==> config.mk <==
export PLATFORM = sky130hd
export DESIGN_NAME = drsr_ctrl
export DESIGN_NICKNAME = d
export VERILOG_FILES = /design/src/hw/rtl/drsr_pkg.sv /design/src/hw/rtl/drsr_ctrl.sv
export SDC_FILE = /design/constraint.sdc
export NUM_CORES = 1
export LEC_CHECK = 0
export BUFFER_PORTS_ARGS = -buffer_cell sky130_fd_sc_hd__buf_2
export CORE_AREA = 3 3 40 42
export CTS_CLUSTER_DIAMETER = 100
export DETAILED_ROUTE_END_ITERATION = 7
export DIE_AREA = 0 0 43 45
export GPL_TIMING_DRIVEN = 0
export SYNTH_ARGS = -nofsm -noshare
export SYNTH_HDL_FRONTEND = slang
export SYNTH_SLANG_ARGS = --single-unit
==> constraint.sdc <==
create_clock -name clk -period 1.5 [get_ports clk]
set_input_delay 0 -clock clk [delete_from_list [all_inputs] [get_ports clk]]
set_output_delay 0 -clock clk [all_outputs]
set_load 0.01 [all_outputs]
==> src/hw/rtl/drsr_pkg.sv <==
// Shared types, constants and helpers for the dueling RRIP replacement unit.
// Used by the controller, the datapath and the top level; depends on nothing.
`default_nettype none

package drsr_pkg;

  // Cache geometry and policy sizes.
  localparam int NUM_SETS      = 2048;
  localparam int NUM_WAYS      = 16;
  localparam int SIG_W         = 6;
  localparam int SEL_W         = 10;
  localparam int LEADER_STRIDE = 32;
  localparam int LEADER_GROUPS = 64;

  localparam int SET_W    = $clog2(NUM_SETS);
  localparam int WAY_W    = $clog2(NUM_WAYS);
  localparam int STRIDE_W = $clog2(LEADER_STRIDE);
  localparam int GROUP_W  = SET_W - STRIDE_W;
  localparam int SIG_COUNT = 1 << SIG_W;

  localparam logic [1:0] RRPV_MAX  = 2'd3;
  localparam logic [1:0] REUSE_MAX = 2'd3;
  localparam logic [1:0] REUSE_HOT = REUSE_MAX / 2'd2;
  localparam logic [1:0] REUSE_RESET = 2'd1;
  localparam logic [SEL_W-1:0] SEL_MAX   = {SEL_W{1'b1}};
  localparam logic [SEL_W-1:0] SEL_RESET = SEL_MAX >> 1;

  // Operation codes.
  localparam logic [1:0] OP_VICTIM = 2'd0;
  localparam logic [1:0] OP_HIT    = 2'd1;
  localparam logic [1:0] OP_FILL   = 2'd2;

  // Input transaction layout on s_tdata.
  localparam int OP_LSB   = 0;
  localparam int SET_LSB  = 2;
  localparam int WAY_LSB  = 13;
  localparam int PC_LSB   = 17;
  localparam int DRAW_LSB = 81;
  localparam int IN_W     = 88;

  // Output transaction layout on m_tdata.
  localparam int VICTIM_LSB = 0;
  localparam int SELV_LSB   = 4;
  localparam int OUT_W      = 16;

  typedef logic [NUM_WAYS-1:0][1:0]       rrpv_row_t;
  typedef logic [NUM_WAYS-1:0][SIG_W-1:0] sig_row_t;

  // Commands from the controller to the datapath.
  typedef struct packed {
    logic clear_step;
    logic capture;
    logic lookup;
    logic update;
  } cmd_t;

  // Status from the datapath to the controller.
  typedef struct packed {
    logic clear_last;
  } status_t;

  // Folds a 64-bit program counter into a signature.
  function automatic logic [SIG_W-1:0] sig_hash(input logic [63:0] pc);
    return pc[SIG_W-1:0] ^ pc[2*SIG_W-1:SIG_W] ^ pc[3*SIG_W-1:2*SIG_W];
  endfunction

endpackage

`default_nettype wire

==> src/hw/rtl/drsr_ctrl.sv <==
// Sequencing controller of the replacement unit: clearing pass, per-item steps
// and the output valid flag. Depends on drsr_pkg.
`default_nettype none

module drsr_ctrl (
  input  wire logic              clk,
  input  wire logic              rst,
  input  wire logic              s_tvalid,
  output logic                   s_tready,
  output logic                   m_tvalid,
  input  wire logic              m_tready,
  output drsr_pkg::cmd_t         cmd,
  input  wire drsr_pkg::status_t status
);

  typedef enum logic [1:0] {
    ST_CLEAR,
    ST_IDLE,
    ST_LOOKUP,
    ST_UPDATE
  } state_t;

  state_t state;
  state_t state_next;
  logic   m_tvalid_next;

  always_comb begin
    state_next = state;
    cmd        = '0;
    case (state)
      ST_CLEAR: begin
        cmd.clear_step = 1'b1;
        if (status.clear_last) begin
          state_next = ST_IDLE;
        end
      end
      ST_IDLE: begin
        if (s_tvalid) begin
          cmd.capture = 1'b1;
          state_next  = ST_LOOKUP;
        end
      end
      ST_LOOKUP: begin
        cmd.lookup = 1'b1;
        state_next = ST_UPDATE;
      end
      ST_UPDATE: begin
        // The write-back waits until the output register is free.
        if (!m_tvalid || m_tready) begin
          cmd.update = 1'b1;
          state_next = ST_IDLE;
        end
      end
      default: begin
        state_next = ST_IDLE;
      end
    endcase
  end

  always_comb begin
    if (cmd.update) begin
      m_tvalid_next = 1'b1;
    end else if (m_tready) begin
      m_tvalid_next = 1'b0;
    end else begin
      m_tvalid_next = m_tvalid;
    end
  end

  assign s_tready = (state == ST_IDLE);

  always_ff @(posedge clk) begin
    if (rst) begin
      state    <= ST_CLEAR;
      m_tvalid <= 1'b0;
    end else begin
      state    <= state_next;
      m_tvalid <= m_tvalid_next;
    end
  end

endmodule

`default_nettype wire

Word level (Yosys, flattened, before mapping)
Index checks and enable logic that the tools add are counted. Widths: inputs -> output; s select.

Equality and inequality tests: 6. Multiplexer cells: 12. Reduce and logical (&&, ||, !) cells: 5.

Operator list (number): $mux 1 (8); $pmux 2 s4 (1); $mux 2 (3); $ne 2x2->1 const B (3); $eq 2x2->1 const B (2); $reduce_and 3->1 (1); $eq 2x1->1 const B (1); $logic_not 2->1 (1); $reduce_bool 2->1 (1); $logic_not 1->1 (1); $logic_or 1x1->1 (1).

Register bits: 3. Input port bits: 5. Output and inout port bits: 6. Word-level logic and storage cells: 25.

Depth between registers and ports, before layout
Gate-level depths: netlist of the first run.

Depth in word-level cells: 5. Depth in mapped cells: 4. Gate-level depth less buffers: 4.

Least setup slack after synthesis of the first run
OpenSTA, ideal clock, no wires.

Path type: reg2reg. From: register state[0]. To: register state[0]. Library setup time: 123 ps. Data arrival time: 1453 ps. Data required time: 1377 ps. Slack: -76 ps. Cell stages (with the launch flop): 5. Buffers on the path: 0. Cells stage by stage: dfxtp_1 -> inv_1 -> ha_1 -> a222oi_1 -> mux2_1.

Longest elaborated chain between the ends: 3. Elaborated cells between the ends (all ways): 9.

Ends and longest elaborated chain: start, declared (RTL line drsr_ctrl.sv:23) `state_t state;`; start signal, assigned (RTL line drsr_ctrl.sv:77) `state <= state_next;`; $eq 2x2->1 (tied with other cells) (RTL line drsr_ctrl.sv:30) `case (state)`; $ne 2x2->1 (no line); $reduce_and 3->1 (no line).

Parallel ways exist; a longest one is shown, timed or not. A chain may end at the register's enable or synchronous reset.

Worst setup path after layout of the first run
From: register state[1]. To: register state[0].

The elaborated chain is that of the path after synthesis.

==> results.sh, run 1 <==
export IMPL_grt_ovfl_total=0
export IMPL_syn_inst=25
export IMPL_antenna_found_initial=0
export IMPL_ys_warn_count=0
export IMPL_post_layout_nonfiller_instances=57
export IMPL_post_place_ws_ns=-0.0914
export IMPL_cts_root_buf="clkbuf_4"
export IMPL_worst_setup_path_end_kind="flop"
export IMPL_grt_max_degree=6
export IMPL_startpoint="state[1]$_SDFFE_PP0P_"
export IMPL_via_per_inst=3.72
export IMPL_grt_usage_pct=5.57
export IMPL_required_ns=1.61
export IMPL_worstMarginPinSlew_ns=0.402
export IMPL_cts_buffers=3
export IMPL_fmax_mhz=683
export IMPL_drtAntennaViolNets=0
export IMPL_grt_pass1_vias=203
export IMPL_clock_path_buffers=2
export IMPL_cp_arrival_ns=1.58
export IMPL_power_density_mw_per_mm2=1600
export IMPL_p_sw_share_pct=36.8
export IMPL_crit_end="state[0]$_SDFFE_PP0P_"
export IMPL_layout_nets=53
export IMPL_worstRegToRegCells=4
export IMPL_ys_ff_latch=3
export IMPL_globalplace_congestion=0.665
export IMPL_slew_violations=0
export IMPL_nFillCells=146
export IMPL_wl_per_cell_um=7.84
export IMPL_die_w_um=43
export IMPL_skew_ns=0.00367
export IMPL_dr_pass1_iters=4
export IMPL_maxSlewHeadroom_pct=73.2
export IMPL_p_sw_w=0.000224
export IMPL_rsz0062_at_grt="true"
export IMPL_power_frac_seq_pct=26.3
export IMPL_clk_pin_slew_ns=0.04
export IMPL_io_pin_count=11
export IMPL_vias=212
export IMPL_h_tree_depth=1
export IMPL_start_util_pct=17.3
export IMPL_layout_common_cells="buf_2, nor2_1, ha_1, buf_4, clkbuf_4"
export IMPL_hold_class="input port to flop"
export IMPL_setup_violations_final=0
export IMPL_rows=13
export IMPL_worst_slack_ns=0.0354
export IMPL_grt_pass1_wl_um=738
export IMPL_clock_sink_count=3
export IMPL_synth_nets=35
export IMPL_path_class="flop to flop"
export IMPL_ys_types=11
export IMPL_post_dp_hpwl_um=342
export IMPL_post_route_util_pct=29.6
export IMPL_io_buffers=10
export IMPL_die_area_sq_mm=0.00194
export IMPL_drc=0
export IMPL_peakVddDrop_mv=0.403
export IMPL_drive_gt1_share_pct=52.4
export IMPL_die_height_um=45
export IMPL_maxCapViolations=0
export IMPL_p_int_w=0.000384
export IMPL_wirelength_um=447
export IMPL_finalHoldViolCount=0
export IMPL_final_common_cell="buf_2"
export IMPL_cts_tree="built"
export IMPL_power_frac_comb_pct=50.3
export IMPL_period_needed_ns=1.46
export IMPL_cp_max_fo=4
export IMPL_clkPwrFrac_pct=23.5
export IMPL_drt_iter0_markers=2
export IMPL_dp_cells=50
export IMPL_avgSynthCellArea_sq_um=8.91
export IMPL_synth_seq_area_share_pct=27.0
export IMPL_clkLatencyLatePin_ns=0.23
export IMPL_area_growth_syn_to_layout_pct=70.8
export IMPL_timing_rr_end="state[0]$_SDFFE_PP0P_"
export IMPL_reg2reg_from="state[1]$_SDFFE_PP0P_"
export IMPL_cp_start_kind="flop"
export IMPL_run_status="finished clean"
export IMPL_p_leak_nw=0.194
export IMPL_core_sq_mm=0.00128
export IMPL_post_route_period_util_pct=97.6
export IMPL_diodes=0
export IMPL_syn_area_sq_um=223
export IMPL_reg2reg_slack_ns=0.04
## metrics by stage
stage	cell area [sq um]	TNS, ns	total power, W	hold slack [ns]
floorplan	238	0	0.000323	0.0724
global placement	307	-0.0704	0.000392	0.225
detailed placement	307	-0.0914	0.000397	0.228
CTS	353	0	0.000575	0.0758
global route	380	-0.0622	0.000663	0.118
finish	380	0	0.000608	0.0764
## worst max-delay path: stages, from the launching register on
cell      delay, ns
dfxtp_4        0.37
inv_4          0.05
ha_4           0.15
a222oi_1       0.41
mux2_1         0.37
## state kept, by name, summed over array words and instances, names as in the netlist
register / flops
m_tvalid: 1
state: 2
## kinds of logic after synthesis
group | after synthesis | synth area share, %
flops | 3 | 27.0
compound gates | 1 | 4.49
mux | 2 | 9.55
simple gates | 9 | 20.8
buf+inv | 5 | 10.1
fa+ha+maj | 5 | 28.1
## metal layers
layer | up-vias | track usage, % | share of wire, %
met3 | 0 | 3.59 | 11
li1 | 112 | - | -
met2 | 8 | 8.08 | 45
met4 | 0 | 5.42 | 0
met5 | - | 0 | 0
met1 | 92 | 5.29 | 44
## power groups by stage
stage               clock (W)  combinational, W  sequential (W)
global placement            0          0.000254        0.000137
global route         0.000155          0.000344        0.000164
detailed placement          0          0.000259        0.000138
finish               0.000143          0.000306        0.000160
floorplan                   0          0.000190        0.000133
CTS                  0.000153          0.000280        0.000142
## worst min-delay path by stage
stage,startpoint,to,slack [ns],depth (start not counted)
floorplan,rst,m_tvalid$_SDFFE_PP0P_,0.07,1
global placement,rst,m_tvalid$_SDFFE_PP0P_,0.22,2
detailed placement,rst,m_tvalid$_SDFFE_PP0P_,0.23,2
CTS,m_tready,m_tvalid$_SDFFE_PP0P_,0.08,4
global route,m_tready,m_tvalid$_SDFFE_PP0P_,0.12,4
finish,m_tready,m_tvalid$_SDFFE_PP0P_,0.08,4
## cell type report
class,count,area [sq um],share of cell area (%)
Timing Repair Buffer,13,75.1,19.7
Inverter,4,20.0,5.26
Clock buffer,4,26.3,6.91
Buffer,1,7.51,1.97
Tap cell,15,18.8,4.93
Sequential cell,3,67.6,17.8
Multi-Input combinational cell,17,165,43.4
## synthesized netlist by cell type
library cell | instances | area (sq um)
a222oi_1 | 1 | 10.0
ha_1 | 5 | 62.6
dfxtp_1 | 3 | 60.1
and2_1 | 1 | 6.26
nand2b_1 | 2 | 12.5
mux2_1 | 1 | 11.3
inv_1 | 4 | 15.0
nor2_1 | 4 | 15.0
mux2i_1 | 1 | 10.0
buf_4 | 1 | 7.51
nor2b_1 | 2 | 12.5
## repair_timing
item / 4_1_cts / 5_1_grt
setup endpoints to repair: 1 / 2
hold buffers: 1 / 0
setup buffers: 1 / 1
pin swaps: 1 / 1
resized for setup: 2 / 5
hold endpoints to repair: 1 / 0
Power figures use the tool's default switching activity.
==> run 2, diff against run 1 <==
- CTS_BUF_LIST: default -> sky130_fd_sc_hd__clkbuf_8 sky130_fd_sc_hd__clkbuf_16
- CTS_CLUSTER_DIAMETER: 100 -> 30
- SETUP_SLACK_MARGIN: default -> 0.4
==> results.sh, run 2 (same netlist as run 1, synthesis figures left out) <==
export IMPL_run_status="finished clean"
export IMPL_maxSlewHeadroom_pct=73.7
export IMPL_final_common_cell="buf_2"
export IMPL_drt_iter0_markers=4
export IMPL_globalplace_congestion=0.676
export IMPL_clock_sink_count=3
export IMPL_die_area_sq_mm=0.00194
export IMPL_post_dp_hpwl_um=329
export IMPL_max_stage_delay_ns=0.40
export IMPL_wirelength_um=433
export IMPL_power_frac_seq_pct=20.8
export IMPL_path_class="flop to flop"
export IMPL_worstMarginPinSlew_ns=0.394
export IMPL_power_density_mw_per_mm2=1770
export IMPL_clkLatencyLatePin_ns=0.21
export IMPL_vias=209
export IMPL_grt_max_degree=6
export IMPL_cts_tree="built"
export IMPL_io_buffers=10
export IMPL_hold_class="input port to flop"
export IMPL_grt_ovfl_total=0
export IMPL_drc=0
export IMPL_post_place_ws_ns=-0.0589
export IMPL_rows=13
export IMPL_cts_root_buf="clkbuf_8"
export IMPL_p_leak_nw=0.203
export IMPL_required_ns=1.59
export IMPL_maxCapViolations=0
export IMPL_skew_ns=0.000231
export IMPL_path_buf_inv=1
export IMPL_post_layout_nonfiller_instances=57
export IMPL_die_height_um=45
export IMPL_worst_slack_ns=0.0688
export IMPL_dp_cells=50
export IMPL_fin_tns_setup_ns=0
export IMPL_via_per_inst=3.67
export IMPL_crit_chain="inv_2, ha_4, a222oi_1, mux2_1"
export IMPL_post_route_util_pct=29.5
export IMPL_critical_path_top_delay_family="compound AO/OA/AOI/OAI gates"
export IMPL_clkPwrFrac_pct=33.7
export IMPL_power_w=0.000670
export IMPL_diodes=0
export IMPL_clk_pin_slew_ns=0.03
export IMPL_period_needed_ns=1.43
export IMPL_io_pin_count=11
export IMPL_dr_pass1_iters=4
export IMPL_holdBufCountCts=0
export IMPL_power_frac_comb_pct=45.5
export IMPL_wl_per_cell_um=7.60
export IMPL_rsz0062_at_grt="true"
export IMPL_worst_setup_path_end_kind="flop"
export IMPL_start_util_pct=17.3
export IMPL_grt_pass1_vias=195
export IMPL_finalHoldViolCount=0
export IMPL_peakVddDrop_mv=0.432
export IMPL_registers_top_by_ff_count="state"
export IMPL_drtAntennaViolNets=0
export IMPL_p_sw_w=0.000215
export IMPL_grt_usage_pct=5.57
export IMPL_h_tree_depth=1
export IMPL_p_sw_share_pct=32.1
export IMPL_layout_nets=53
export IMPL_post_route_period_util_pct=95.4
export IMPL_cts_buffers=3
export IMPL_clock_path_buffers=2
export IMPL_die_w_um=43
export IMPL_grt_pass1_wl_um=752
export IMPL_cp_arrival_ns=1.52
export IMPL_drive_gt1_share_pct=54.8
export IMPL_slew_violations=0
export IMPL_antenna_found_initial=0
export IMPL_slowest_stage="a222oi_1"
export IMPL_reg_largest_list="state: 2 flops, m_tvalid: 1 flops"
export IMPL_fmax_mhz=699
export IMPL_core_sq_mm=0.00128
export IMPL_cp_start_kind="flop"
export IMPL_area_growth_syn_to_layout_pct=70.2
export IMPL_layout_common_cells="buf_2, nor2_1, buf_4"
export IMPL_setup_violations_final=0
export IMPL_p_int_w=0.000455
export IMPL_largest_reg_flops=2
export IMPL_cp_max_fo=3
[run 2: cell types whose count changed in the layout (fill, tap and decap cells not counted), sizes merged]
cell	change
buf	+1
clkbuf	-1
dlygate4sd3	-1
inv	+1
[run 2: timing repair]
| item | 4_1_cts | 5_1_grt |
|---|---|---|
| setup buffers | 3 | 0 |
| gates cloned | 0 | 0 |
| gates resized for setup | 0 | 1 |
| setup endpoints to repair | 3 | 4 |
| pin swaps | 1 | 0 |
[run 2: through the flow]
step | hold slack [ns] | instance area [sq um]
floorplan | 0.0724 | 240
global placement | 0.225 | 309
CTS | 0.0000673 | 377
finish | 0.00166 | 379
detailed placement | 0.221 | 309
global route | 0.0151 | 379
[run 2: layout make-up]
cell class	instances	area, sq um
Buffer	1	7.51
Clock buffer	3	41.3
Clock inverter	1	3.75
Fill cell	143	906
Inverter	4	15.0
Multi-Input combinational cell	17	155
Sequential cell	3	65.1
Tap cell	15	18.8
Timing Repair Buffer	13	72.6
[run 2: path summary, 6_finish.rpt]
check                        start  cells after the start                     to  slack (ns)
max          state[1]$_SDFFE_PP0P_                      4  state[0]$_SDFFE_PP0P_        0.07
min reg2reg  state[1]$_SDFFE_PP0P_                      3  state[1]$_SDFFE_PP0P_        0.62
max reg2reg  state[1]$_SDFFE_PP0P_                      4  state[0]$_SDFFE_PP0P_        0.07
min                            rst                      2  m_tvalid$_SDFFE_PP0P_       0.002
[run 2: metal layers]
metal	track usage [%]	routed length (um)	part of all wire, %	up-vias
li1	-	-	-	112
met1	6.01	187	43	87
met2	8.08	194	45	10
met3	3.59	51	12	0
met4	3.61	0	0	0
met5	0	0	0	-
[run 2: power by group through the flow]
stage	combinational [W]	clock, W	sequential [W]
3_5_place_dp	0.000261	0	0.000141
3_3_place_gp	0.000257	0	0.000140
5_1_grt	0.000342	0.000245	0.000145
2_1_floorplan	0.000194	0	0.000135
6_report	0.000305	0.000226	0.000139
4_1_cts	0.000312	0.000232	0.000136
